`src/rtl/bpe_pkg.sv`:
```
// Shared constants, register indexes and types of the Bezier point evaluator.
`default_nettype none

package bpe_pkg;

    localparam int CoordWidth  = 16;
    localparam int TFracBits   = 16;
    localparam int TWidth      = TFracBits + 1;
    localparam int NumPoints   = 4;
    localparam int NumCoords   = 3;
    localparam int PointWidth  = NumCoords * CoordWidth;
    localparam int CfgIdxWidth = 3;
    localparam int TriWidth    = TWidth + 2;
    localparam int ProdWidth   = TWidth + CoordWidth;
    localparam int AccWidth    = ProdWidth + 2;
    localparam int RoundWidth  = AccWidth - TFracBits;

    localparam logic [TWidth-1:0]     TOne      = {1'b1, {TFracBits{1'b0}}};
    localparam logic [CoordWidth-1:0] CoordBias = {1'b1, {(CoordWidth - 1){1'b0}}};
    localparam logic [AccWidth-1:0]   RoundHalf = {{(AccWidth - TFracBits){1'b0}},
                                                   1'b1, {(TFracBits - 1){1'b0}}};

    // Configuration register indexes
    localparam logic [CfgIdxWidth-1:0] RegPoint0   = 3'd0;
    localparam logic [CfgIdxWidth-1:0] RegPoint1   = 3'd1;
    localparam logic [CfgIdxWidth-1:0] RegPoint2   = 3'd2;
    localparam logic [CfgIdxWidth-1:0] RegPoint3   = 3'd3;
    localparam logic [CfgIdxWidth-1:0] RegQuadMode = 3'd4;

    typedef logic [TWidth-1:0]                    weight_t;
    typedef weight_t [NumPoints-1:0]              weight_vec_t;
    typedef logic [CoordWidth-1:0]                coord_t;
    typedef coord_t [NumCoords-1:0]               coord_vec_t;
    typedef logic [NumPoints-1:0][PointWidth-1:0] point_vec_t;

    typedef struct packed {
        point_vec_t point;
        logic       quad_mode;
    } cfg_t;

    typedef struct packed {
        logic        valid;
        weight_vec_t weight;
    } wt_beat_t;

endpackage

`default_nettype wire

```
`src/rtl/bpe_cfg_regs.sv`:
```
// Control point and mode registers behind the configuration write port.
`default_nettype none

module bpe_cfg_regs
(
    input  wire logic                              clk,
    input  wire logic                              rst_n,
    input  wire logic                              cfg_we,
    input  wire logic [bpe_pkg::CfgIdxWidth-1:0]   cfg_index,
    input  wire logic [bpe_pkg::PointWidth-1:0]    cfg_data,
    output bpe_pkg::cfg_t                          cfg
);

    bpe_pkg::point_vec_t point_reg;
    bpe_pkg::point_vec_t point_next;
    logic                quad_mode_reg;
    logic                quad_mode_next;

    always_comb
    begin
        point_next     = point_reg;
        quad_mode_next = quad_mode_reg;
        if (cfg_we)
        begin
            unique case (cfg_index)
                bpe_pkg::RegPoint0:   point_next[0]  = cfg_data;
                bpe_pkg::RegPoint1:   point_next[1]  = cfg_data;
                bpe_pkg::RegPoint2:   point_next[2]  = cfg_data;
                bpe_pkg::RegPoint3:   point_next[3]  = cfg_data;
                bpe_pkg::RegQuadMode: quad_mode_next = cfg_data[0];
                default:
                begin
                    // drop writes beyond the register list
                end
            endcase
        end
    end

    always_ff @(posedge clk or negedge rst_n)
    begin
        if (!rst_n)
        begin
            point_reg     <= '0;
            quad_mode_reg <= 1'b1;
        end
        else
        begin
            point_reg     <= point_next;
            quad_mode_reg <= quad_mode_next;
        end
    end

    assign cfg.point     = point_reg;
    assign cfg.quad_mode = quad_mode_reg;

endmodule

`default_nettype wire

```
`config.mk`:
```
export PLATFORM = sky130hd
export DESIGN_NAME = bpe_cfg_regs
export DESIGN_NICKNAME = d
export VERILOG_FILES = /design/src/rtl/bpe_pkg.sv /design/src/rtl/bpe_cfg_regs.sv
export SDC_FILE = /design/constraint.sdc
export NUM_CORES = 1
export LEC_CHECK = 0
export ABC_CLOCK_PERIOD_IN_PS = 1100
export BUFFER_PORTS_ARGS = -buffer_cell sky130_fd_sc_hd__buf_2
export CORE_ASPECT_RATIO = 0.6
export CORE_MARGIN = 5
export CORE_UTILIZATION = 35
export CTS_BUF_LIST = sky130_fd_sc_hd__clkbuf_8 sky130_fd_sc_hd__clkbuf_16
export CTS_CLUSTER_SIZE = 20
export DETAILED_ROUTE_END_ITERATION = 8
export GPL_ROUTABILITY_DRIVEN = 1
export PLACE_DENSITY = 0.57
export SLEW_MARGIN = 20
export SYNTH_ARGS = -nofsm -noshare
export SYNTH_HDL_FRONTEND = slang
export SYNTH_SLANG_ARGS = --single-unit
```
`constraint.sdc`:
```
create_clock -name clk -period 1.1 [get_ports clk]
set_input_delay 0.165 -clock clk [delete_from_list [all_inputs] [get_ports clk]]
set_output_delay 0.165 -clock clk [all_outputs]
set_load 0.005 [all_outputs]
```
# Word-level counts from Yosys, hierarchy flattened
# Index checks and enable logic that the tools add are counted.
# word_totals
reg_bits,193
in_bits,54
output_inout_bits,193
wordCells,15
# op_classes
n_eq_ne,4
n_reduce_logical,6
# ops
op,n
$reduce_and A2 Y1,5
$eq A3 B2 Y1 const B,2
$eq A3 B1 Y1 const B,1
$eq A3 B3 Y1 const B,1
$logic_not A3 Y1,1

# Depth between registers and ports, before layout
# depth
word_depth,2
mapped_depth,4
ltp_nobuf,2

# Least setup slack after synthesis
# OpenSTA, ideal clock, no wires.
# synth_timing
path_kind,input to register
from,input port cfg_index[1] in the netlist's numbering
to,register point_reg (netlist bit cfg[18])
setup_ns,0.125
t_arrival_ns,1.117
required_time_ns,0.975
setup_slack_ns,-0.142
path_stages,4
n_path_buf,2
path_cell_list,nor4b_4 -> buf_4 -> buf_6 -> mux2_2
# synth_via
elab_chain_len,2
# synth_rtl
element,line_no,text
"start, declared",bpe_cfg_regs.sv:9,"input wire logic [bpe_pkg::CfgIdxWidth-1:0] cfg_index,"
$logic_not A3 Y1,bpe_cfg_regs.sv:25,unique case (cfg_index)
$reduce_and A2 Y1 (no source line),n/a,
"end signal, assigned",bpe_cfg_regs.sv:48,point_reg <= point_next;
"end, declared",bpe_cfg_regs.sv:14,bpe_pkg::point_vec_t point_reg;
# Every way passes these cells.
# A chain may end at the register's enable or synchronous reset.

# Worst setup path in the final report
# layout_timing
from,register quad_mode_reg
to,output port cfg[0] in the netlist's numbering
# layout_lines
element,line_no,text
"start, declared",bpe_cfg_regs.sv:16,logic quad_mode_reg;
"start signal, assigned",bpe_cfg_regs.sv:49,quad_mode_reg <= quad_mode_next;
"end, declared",bpe_cfg_regs.sv:11,output bpe_pkg::cfg_t cfg
# No word-level cell between the ends.

==> results.txt <==
The routed design uses 1587 µm of met3 wire. The tree is rooted in a clkbuf_16. Setup violations remaining at the end of the flow were counted as 106. Of all nets on the critical path, the largest fanout is 2. The unique cell type count in the Yosys netlist came out at 12.

The worst setup path is captured at an output port. The post-synth design cell area came out at 0.007259 mm². The share of total power dissipated in sequential elements is 0.464. Measured in cells, the most critical reg-to-reg path has a length of 3. The complex-gate fraction of the synthesized area is 0. The worst register-to-register path begins at cfg[31]. The critical path's top delay family is flip-flops. The number of search-and-repair iterations in the first detailed-routing pass came out at 4.

The placeable core area is 0.02022 mm². The portion of synthesized area spent on multiplexers is 0.3014. The placed cell count is 926. The total number of yosys warnings came out at 0. The proportion of power drawn by combinational gates came out at 0.247. The combinational family with the most area after synthesis is multiplexers. The shortest clock period the worst path allows after layout is 1234 ps. The checks that failed: setup timing. The total count of max-transition violations in the final report is 0. The critical path data arrival time is 1070 ps.

The worst-margin pin slew came out at 377.6 ps. The detailed router finished its first iteration with 112 violations. The placement row count came out at 40. The area overhead of the layout relative to synthesis is 43.30%. The switching power is 5.302 mW.

The number of flip-flops under the largest register name came out at 192. The signal on the critical path passes through buf_2. The final cell count without fillers is 1040. The placed wire-length estimate after detailed placement is 13380 µm. Synthesis produced a netlist whose cell count is 412. The post-synthesis adder-cell area fraction is 0. The clock slew at the register clock pins of the worst setup and hold paths is 70 ps. The worst stage delay on the critical path came out at 530 ps. The fraction of final layout cells with drive strength greater than 1 came out at 0.7210. The maximum level of the CTS H-tree came out at 4. The register area share after synthesis is 0.6655. The share of total power dissipated in the clock network is 0.289. In this run the remaining antenna-violating nets after routing total 0. The congestion estimate from routability-driven global placement came to 0.7960. The first global-routing pass estimated 29860 µm of wire. The net switching fraction of the power came out at 0.2579.

STA classifies the critical path startpoint as a flip-flop. Port buffering added 246 buffers. Across all register-to-register paths, the minimum setup slack is 80 ps.

Once layout is done, the placed cells without fillers occupy 0.01040 mm². In this run the critical register-to-register path is captured at cfg[31]. In this run the tightest slew margin relative to its limit is 0.7472. The die is 121.6 µm tall.

The worst setup path category is flip-flop to output port. The amount of wire on met2 after detailed routing is 8627 µm. The timing-limited maximum frequency is 810.6 MHz. In this run the most critical hold path is launched from cfg_data[13]. Setup total negative slack on the finished layout was measured at -1254 ps. The total via count in the routed design is 4740. Setup repair after global routing could not meet its margin everywhere. The total clock buffers created by CTS is 17. The count of inserted antenna diode cells came out at 0. The flop and latch count out of synthesis is 193. The overall track demand over capacity in global routing came out at 0.1598. The design internal power is 15.26 mW. The pin count of the biggest net entering global routing came out at 47. For the worst setup path, the data required time is 940 ps. The sink count of the clock tree is 193.

Of the available clock period, the critical path in the final layout requires 1.121. Counting instances, the worst hold path has a depth of 2. Max-cap violations in this run came to 0.

The total power after layout is 20.56 mW. The number of hold-slack violations in the final timing report is 0. The slowest stage of the critical path belongs to the cell dfstp_2.

The post-placement worst setup slack is -384.9 ps. The effective utilization at floorplan is 0.3590. The clock insertion delay at the later pin of the skew report is 420 ps.

The largest voltage drop on the vdd net came out at 1.005 mV. The final critical-path setup slack came out at -133.6 ps. The final wirelength is 18890 µm. Of the total synthesized cell area, the portion taken by AND, OR, NAND and NOR gates is 0.009307. The net count of the finished layout is 808. Between clock sinks in the finished design, the worst skew comes to 0 ps. The via count of the first global-routing pass came out at 5144. The area of placed instances came out at 0.009154 mm².

The number of DRC violations after detailed routing came out at 0. The library cell used most frequently in the layout, excluding fill and tap cells, is buf_2. The worst hold path terminates at cfg[110]. The run finished, with violations left. Counting along the longest clock path gives a buffer depth of 2. Together, buffers and inverters on the worst path number 1. The leakage power summed over all cells came out at 5.106 nW.

In the layout the commonest cells are buf_2, dfrtp_1, mux2_2. TritonCTS built the clock tree. The worst hold path belongs to the class primary input to flip-flop. The die boundary width is 195.9 µm.

The net count after synthesis is 466. The total power divided by cell area came out at 1976 mW/mm². Dividing the detail-routed wire length by the instance count gives 18.17 µm. The xor and xnor area share after synthesis came out at 0. The top layer used by detailed routing is met4.

The detailed router put a total of 8541 µm of wire on met1. The overall die area came out at 0.02382 mm². The initial antenna violation count is 0. After detailed routing, the number of vias per cell comes to 4.558.

The average cell area after synthesis is 17.62 µm². 247 I/O pins were placed. The overflow left after global routing came out at 0.
synthesized netlist by cell type:
cell type  count  area share
nor4b_4        1      0.0033
mux2_2       185        0.29
nand4b_1       1      0.0012
dfrtp_1      192        0.66
buf_4          2      0.0021
mux2_4         4      0.0083
and4bb_1       2      0.0034
buf_6         10       0.016
buf_2          9      0.0062
nor4bb_1       1      0.0014
dfstp_2        1      0.0036
mux2_1         4      0.0062
through the flow:
step	hold WS, ps	util
floorplan	-130.6	-
CTS	0.06020	0.5043
global placement	71.16	0.4527
global route	5.371	0.5145
detailed placement	68.70	0.4527
finish	19.15	0.5145
timing repair:
action	CTS	global route
setup buffers	39	25
setup endpoints to repair	193	193
gates resized for setup	0	3
cloned	0	0
hold buffers	18	0
endpoints found under the hold margin	235	0
power by group through the flow:
stage / logic, mW / clock network [mW] / registers (mW)
2_1_floorplan: 1.78 / 0 / 9.68
3_3_place_gp: 4.25 / 0 / 9.61
3_5_place_dp: 4.33 / 0 / 9.67
4_1_cts: 4.86 / 6.13 / 9.54
5_1_grt: 5.56 / 6.40 / 9.72
6_report: 5.08 / 5.94 / 9.54
worst reg2reg max path, cell delays in order, from the launching register on:
cell	delay, ps
dfrtp_1	400
buf_4	140
buf_4	120
mux2_4	250
per-layer routing:
layer | up-vias | track usage
met4 | 0 | 0.03793
met1 | 2437 | 0.2115
met5 | - | 0
met3 | 11 | 0.06855
li1 | 2153 | -
met2 | 139 | 0.2457
worst max-delay path by stage:
stage	start	slack, ps	to	depth (start not counted)
floorplan	cfg_index[2]	-110	cfg[18]	4
global placement	cfg_index[0]	-360	cfg[103]	4
detailed placement	cfg_index[0]	-380	cfg[99]	4
CTS	quad_mode_reg	-160	cfg[0]	1
global route	quad_mode_reg	-180	cfg[0]	1
finish	quad_mode_reg	-130	cfg[0]	1
layout make-up:
class / instances / area (µm²)
fillers: 1726 / 9817
flip-flops and latches: 193 / 4831
multi-input cells: 198 / 2474
repair buffers: 344 / 2187
clock buffers: 21 / 480.5
well taps: 273 / 341.6
clock inverters: 11 / 88.84
cells by family (layout without fill, tap and decap cells):
family	Yosys count	count (layout)
buf+inv	21	376
flops	193	193
simple gates	5	5
mux	193	193
No activity file was read; power rests on OpenSTA's default activity.
