File: src/rtl/bpe_pkg.sv
// Shared constants, register indexes and types of the Bezier point evaluator.
`default_nettype none

package bpe_pkg;

    localparam int CoordWidth  = 16;
    localparam int TFracBits   = 16;
    localparam int TWidth      = TFracBits + 1;
    localparam int NumPoints   = 4;
    localparam int NumCoords   = 3;
    localparam int PointWidth  = NumCoords * CoordWidth;
    localparam int CfgIdxWidth = 3;
    localparam int TriWidth    = TWidth + 2;
    localparam int ProdWidth   = TWidth + CoordWidth;
    localparam int AccWidth    = ProdWidth + 2;
    localparam int RoundWidth  = AccWidth - TFracBits;

    localparam logic [TWidth-1:0]     TOne      = {1'b1, {TFracBits{1'b0}}};
    localparam logic [CoordWidth-1:0] CoordBias = {1'b1, {(CoordWidth - 1){1'b0}}};
    localparam logic [AccWidth-1:0]   RoundHalf = {{(AccWidth - TFracBits){1'b0}},
                                                   1'b1, {(TFracBits - 1){1'b0}}};

    // Configuration register indexes
    localparam logic [CfgIdxWidth-1:0] RegPoint0   = 3'd0;
    localparam logic [CfgIdxWidth-1:0] RegPoint1   = 3'd1;
    localparam logic [CfgIdxWidth-1:0] RegPoint2   = 3'd2;
    localparam logic [CfgIdxWidth-1:0] RegPoint3   = 3'd3;
    localparam logic [CfgIdxWidth-1:0] RegQuadMode = 3'd4;

    typedef logic [TWidth-1:0]                    weight_t;
    typedef weight_t [NumPoints-1:0]              weight_vec_t;
    typedef logic [CoordWidth-1:0]                coord_t;
    typedef coord_t [NumCoords-1:0]               coord_vec_t;
    typedef logic [NumPoints-1:0][PointWidth-1:0] point_vec_t;

    typedef struct packed {
        point_vec_t point;
        logic       quad_mode;
    } cfg_t;

    typedef struct packed {
        logic        valid;
        weight_vec_t weight;
    } wt_beat_t;

endpackage

`default_nettype wire

File: src/rtl/bpe_weight_pipe.sv
// Four-stage Bernstein weight pipeline: clamp t, square, cube, close the sum to one.
`default_nettype none

module bpe_weight_pipe
(
    input  wire logic                          clk,
    input  wire logic                          rst_n,
    input  wire logic                          advance,
    input  wire logic                          in_valid,
    input  wire logic [bpe_pkg::TWidth-1:0]    t_param,
    input  wire logic                          quad_mode,
    output bpe_pkg::wt_beat_t                  beat
);

    localparam int TW  = bpe_pkg::TWidth;
    localparam int TF  = bpe_pkg::TFracBits;
    localparam int TRW = bpe_pkg::TriWidth;

    logic [4:1] v_reg;

    // stage 1
    logic [TW-1:0] t1_reg, u1_reg, t1_next, u1_next;
    // stage 2
    logic [TW-1:0]   t2_reg, u2_reg, uu2_reg, tt2_reg, ut2_reg;
    logic [2*TW-1:0] prod_uu, prod_tt, prod_ut;
    // stage 3
    logic [TRW-1:0]      uu3, u3;
    logic [2*TW-1:0]     prod_c0;
    logic [TRW+TW-1:0]   prod_c1, prod_c2;
    logic [TW-1:0]       w0_3_reg, w1_3_reg, w2_3_reg;
    logic [TW-1:0]       w0_3_next, w1_3_next, w2_3_next;
    // stage 4
    logic [TW-1:0]         w_last;
    bpe_pkg::weight_vec_t  w4_reg, w4_next;

    always_comb
    begin
        t1_next = (t_param > bpe_pkg::TOne) ? bpe_pkg::TOne : t_param;
        u1_next = bpe_pkg::TOne - t1_next;
    end

    assign prod_uu = u1_reg * u1_reg;
    assign prod_tt = t1_reg * t1_reg;
    assign prod_ut = u1_reg * t1_reg;

    // 3*x as shift plus add ahead of the cubic products
    assign uu3     = {1'b0, uu2_reg, 1'b0} + {2'b00, uu2_reg};
    assign u3      = {1'b0, u2_reg, 1'b0} + {2'b00, u2_reg};
    assign prod_c0 = uu2_reg * u2_reg;
    assign prod_c1 = uu3 * t2_reg;
    assign prod_c2 = u3 * tt2_reg;

    always_comb
    begin
        if (quad_mode)
        begin
            w0_3_next = uu2_reg;
            w1_3_next = ut2_reg;
            w2_3_next = '0;
        end
        else
        begin
            w0_3_next = prod_c0[TF +: TW];
            w1_3_next = prod_c1[TF +: TW];
            w2_3_next = prod_c2[TF +: TW];
        end
    end

    // the closing weight takes whatever the truncated ones leave of one
    assign w_last = bpe_pkg::TOne - w0_3_reg - w1_3_reg - w2_3_reg;

    always_comb
    begin
        w4_next[0] = w0_3_reg;
        w4_next[1] = w1_3_reg;
        if (quad_mode)
        begin
            w4_next[2] = w_last;
            w4_next[3] = '0;
        end
        else
        begin
            w4_next[2] = w2_3_reg;
            w4_next[3] = w_last;
        end
    end

    always_ff @(posedge clk or negedge rst_n)
    begin
        if (!rst_n)
        begin
            v_reg <= '0;
        end
        else if (advance)
        begin
            v_reg <= {v_reg[3:1], in_valid};
        end
    end

    always_ff @(posedge clk)
    begin
        if (advance)
        begin
            t1_reg   <= t1_next;
            u1_reg   <= u1_next;
            t2_reg   <= t1_reg;
            u2_reg   <= u1_reg;
            uu2_reg  <= prod_uu[TF +: TW];
            tt2_reg  <= prod_tt[TF +: TW];
            ut2_reg  <= prod_ut[TF-1 +: TW];
            w0_3_reg <= w0_3_next;
            w1_3_reg <= w1_3_next;
            w2_3_reg <= w2_3_next;
            w4_reg   <= w4_next;
        end
    end

    assign beat.valid  = v_reg[4];
    assign beat.weight = w4_reg;

endmodule

`default_nettype wire

File: config.mk
export PLATFORM = sky130hd
export DESIGN_NAME = bpe_weight_pipe
export DESIGN_NICKNAME = d
export VERILOG_FILES = /design/src/rtl/bpe_pkg.sv /design/src/rtl/bpe_weight_pipe.sv
export SDC_FILE = /design/constraint.sdc
export NUM_CORES = 2
export LEC_CHECK = 0
export BUFFER_PORTS_ARGS = -buffer_cell sky130_fd_sc_hd__buf_2
export CORE_ASPECT_RATIO = 0.7
export CORE_MARGIN = 5
export CORE_UTILIZATION = 30
export DETAILED_ROUTE_END_ITERATION = 6
export GPL_TIMING_DRIVEN = 0
export PLACE_DENSITY_LB_ADDON = 0.05
export SLEW_MARGIN = 20
export SYNTH_ARGS = -nofsm -noshare
export SYNTH_HDL_FRONTEND = slang
export SYNTH_SLANG_ARGS = --single-unit
File: constraint.sdc
create_clock -name clk -period 7.8 [get_ports clk]
set_input_delay 0 -clock clk [delete_from_list [all_inputs] [get_ports clk]]
set_output_delay 0 -clock clk [all_outputs]
set_load 0.03 [all_outputs]
Yosys cells after proc, flatten, opt, wreduce, memory -nomap -nowiden
Cells that the tools add are included.
Word-level totals
  flip-flop bits (word level): 242
  output and inout port bits: 69
Operators by class
  $add $sub $neg: 6
  $mul: 6
  $lt $le $gt $ge: 1
  multiplexer cells: 4
Operator list (number)
  $mul 17x17->33: 3
  $mux 17: 4
  $mul 19x17->33: 2
  $add 18x17->19: 2
  $sub 17x17->17: 2
  $sub 17x17->17 const A: 2
  $mul 17x17->32: 1
  $gt 17x17->1 const B: 1

Longest topological paths before layout
  depth after elaboration: 4
  gate-level depth with buffers: 34
  mapped depth without buffers: 33

Worst setup path before layout
No wires, ideal clock.
  path kind: flip-flop to flip-flop
  start point: reg uu2_reg[1]
  end point: reg w1_3_reg[16] (data pin)
  setup time: 0.145 ns
  arrival: 8.130 ns
  required time: 7.655 ns
  setup slack: -0.475 ns
  cell stages (with the launch flop): 34
  period minus slack after synthesis: 8.275 ns
  path through: edfxtp_1 ha_1 inv_1 fa_1 nor2b_1 o31ai_1 a21boi_0 nand4_1 a41oi_1 o21bai_1 and3_1 nor2_1 clkbuf_1 nand2_1 fa_1 fa_1 inv_1 fa_1 fa_1 fa_1 inv_1 fa_1 inv_1 ha_1 a22oi_1 nand3_1 o32ai_1 nor2_1 a32o_1 o41a_1 and4_4 a2111oi_4 xnor3_1 o21ai_1
Between the ends
  longest elaborated chain between the ends: 3
Ends and longest elaborated chain
  start: declaration: RTL line bpe_weight_pipe.sv:24  | logic [TW-1:0] t2_reg, u2_reg, uu2_reg, tt2_reg, ut2_reg;
  start signal: assignment: RTL line bpe_weight_pipe.sv:108  | uu2_reg <= prod_uu[TF +: TW];
  $add 18x17->19: RTL line bpe_weight_pipe.sv:47  | assign uu3 = {1'b0, uu2_reg, 1'b0} + {2'b00, uu2_reg};
  $mul 19x17->33: RTL line bpe_weight_pipe.sv:50  | assign prod_c1 = uu3 * t2_reg;
  $mux 17: RTL line bpe_weight_pipe.sv:55  | if (quad_mode)
  via w1_3_next[16]: RTL line bpe_weight_pipe.sv:31  | logic [TW-1:0] w0_3_next, w1_3_next, w2_3_next;
  end signal: assignment: RTL line bpe_weight_pipe.sv:112  | w1_3_reg <= w1_3_next;
  end: declaration: RTL line bpe_weight_pipe.sv:30  | logic [TW-1:0] w0_3_reg, w1_3_reg, w2_3_reg;
The timed path passes the listed nets, and every way through them passes these cells.
A chain may end at the register's enable or synchronous reset.

Worst setup path in the final report
  start point: reg uu2_reg[2]
  end point: reg w1_3_reg[16] (data pin)
Same word-level chain as after synthesis.

==> out/metrics.json <==
{
  "clocking": {
    "cts_root_buffer": "sky130_fd_sc_hd__clkbuf_16",
    "clk_path_buf_depth": 3,
    "clkSinkCount": 240,
    "clk_transition_reported_paths_ps": 70,
    "tritoncts": "done",
    "tritoncts_buffer_count": 35,
    "cts_max_level": 2,
    "worst_skew_late_latency_ps": 640
  },
  "drt": {
    "detail_route.vias_per_cell": 4.55,
    "post-route-drc-count": 0,
    "drt_total_wl_um": 223000,
    "first_pass_iters": 5,
    "detail_route.iter0.violations": 2790,
    "ant_nets": 0,
    "detail_route.wl_per_cell_um": 22.8,
    "route.vias.total": 44438
  },
  "min_path": {
    "holdCritPathClass": "primary input to register",
    "timing.hold.worst.start": "t_param[16]"
  },
  "logic_synthesis": {
    "syn_avg_cell_area_um2": 9.45,
    "synth_area_leaders": "sky130_fd_sc_hd__fa_1 43%, sky130_fd_sc_hd__ha_1 13%, sky130_fd_sc_hd__edfxtp_1 11%",
    "synth_ff_type": "sky130_fd_sc_hd__edfxtp_1",
    "ys_warn_count": 0,
    "yosys.area.top_type_share_pct": 42.7,
    "yosysMostFrequentCell": "sky130_fd_sc_hd__inv_1",
    "synth-seq-cells": 240,
    "synth.lib_cells_used.distinct": 77,
    "async_flop_share_pct": 1.67,
    "synth-edff-count": 236,
    "synthesis.nets": 8655,
    "syn_inst": 6641,
    "synth.top_cells.by_count": "1,715 x sky130_fd_sc_hd__inv_1, 1,340 x sky130_fd_sc_hd__fa_1, 921 x sky130_fd_sc_hd__nand2_1, 652 x sky130_fd_sc_hd__ha_1, 535 x sky130_fd_sc_hd__and2_1",
    "synth_top_area_cell": "sky130_fd_sc_hd__fa_1",
    "synthesis.area_um2": 62800,
    "post_synthesis_sequential_area_ratio_pct": 11.5
  },
  "status": {
    "outcome": "finished with violations",
    "violations": "negative setup slack"
  },
  "critical_path": {
    "timing.critical_path.slowest_stage_cell": "sky130_fd_sc_hd__fa_1",
    "worstSetupPathType": "register to register",
    "cp_slowest_stage_delay_ps": 570,
    "most_common_cell_type_on_the_critical_path": "sky130_fd_sc_hd__fa_1",
    "cp_num_buf_inv": 7,
    "top_delay_family_on_crit_path": "adder cells",
    "critical_path.reg2reg.startpoint": "uu2_reg[2]",
    "critPathCaptureType": "register",
    "startpoint": "uu2_reg[2]",
    "timing.critical_path.required_ps": 8220,
    "cp_max_fo": 4,
    "cp_startpoint_kind": "register",
    "cp_data_arrival_time_ps": 9210
  },
  "timing": {
    "report.final.setup_viol": 20,
    "finalWorstPathRequiredPeriod_ps": 8790,
    "fin_crit_sh_pct": 113,
    "minimum_setup_slack_in_the_final_design_ps": -992,
    "hold_violation_total_from_the_final_report": 0,
    "timing.setup.tns_ps": -5960,
    "rsz_0062_raised_after_global_routing": "true",
    "tightestPinTransition_ps": 1060,
    "worst_slew_margin_rel_pct": 29.2,
    "timing_max_transition_violations_final": 0,
    "timing.fmax_ghz": 0.114,
    "finalClockSkew_ps": 38.6
  },
  "flow_run": {
    "drv_cap": 0
  },
  "floorplan": {
    "fp.dieArea_um2": 219000,
    "rows": 140,
    "pin_count": 91,
    "die_h_um": 393,
    "initial_core_util_pct": 30.2,
    "core_area_um2": 208000,
    "chip_width_um": 557
  },
  "global_route": {
    "track_usage_pct": 20.8,
    "grt_max_degree": 84,
    "first_global_vias": 48078,
    "globalRouteOverflowTotal": 0,
    "antenna_violations_before_repair": 22,
    "first_pass_grt_wire_length_um": 332000
  },
  "placed_design": {
    "numPortBuffers": 89,
    "hpwl_um": 185000,
    "gp_routability_congestion": 0.841
  },
  "final_layout": {
    "synthToLayoutAreaGrowth_pct": 15.0,
    "finish.net_count": 8980,
    "layout-drive-gt1-share_pct": 11.0,
    "layout.core_utilization_pct": 34.7,
    "largest_register_ff_count": 68
  }
}
cell type report:
type	count	area, um^2
tap	2769	3460
inverter	1718	6470
timing repair buffer	305	2540
sequential	240	7190
clock inverter	24	320
clock buffer	38	887
fill	21724	136000
antenna	5	12.5
multi-input combinational	4417	49800
buffer	249	1490
worst paths after layout:
path                                endpoint  slack (ps)  cells after the start
worst min register to register    u2_reg[11]         450                      0
worst max register to register  w1_3_reg[16]        -990                     34
min in group asynchronous           v_reg[1]         270                      3
worst min-delay path               t1_reg[8]         100                      2
max in group asynchronous           v_reg[3]        7370                      3
worst max-delay path            w1_3_reg[16]        -990                     34
through the flow:
stage	cells	area [um^2]	hold slack [ps]	setup slack [ps]
after global placement	9499	66800	-193	-3460
after detailed placement	9507	67000	-189	-3430
final	9765	72200	105	-992
after global routing	9760	72100	110	-1220
after floorplan	6641	62900	-296	-89.0
after CTS	9729	71400	28.2	-1000
cell usage in the layout, fill, tap and decap left out, drive strengths merged, types with 13 or more instances in the layout:
| cell | count |
|---|---|
| a21oi | 88 |
| fa | 1340 |
| nand3 | 25 |
| o21a | 32 |
| and3 | 18 |
| nor2b | 49 |
| nand2b | 39 |
| ha | 652 |
| o21ai | 84 |
| and2 | 535 |
| nor2 | 176 |
| nor3 | 37 |
| nand2 | 921 |
| a21o | 41 |
| mux2 | 23 |
| xnor2 | 128 |
| buf | 296 |
| dlygate4sd3 | 29 |
| edfxtp | 236 |
| clkbuf | 266 |
| o21bai | 20 |
| xor2 | 50 |
| o31ai | 13 |
| inv | 1719 |
cells by family after synthesis:
| logic type | share of synthesized area, % |
|---|---|
| xor gates and xnor gates | 2.56 |
| buffers and inverters | 11.9 |
| and+or+nand+nor | 14.0 |
| DFF | 11.5 |
| adders and majority gates | 55.7 |
| AOI/OAI and AO/OA | 4.00 |
| muxes | 0.429 |
routing by layer:
layer | global-route usage, % | wire (um)
met3 | 5.43 | 17800
met4 | 3.07 | 3280
met1 | 33.4 | 116000
met5 | 0 | 26
met2 | 28.0 | 85300
what timing repair did:
action | CTS | global route
buffers inserted | 139 | 41
pin swaps | 148 | 66
endpoints found under the hold margin | 109 | 0
gates resized for setup | 436 | 189
hold buffers | 29 | 0
setup endpoints to repair | 92 | 57
Power is left out: the tool's default activity adds up to more than one toggle a clock period on the data nets, which glitch-free logic cannot reach.
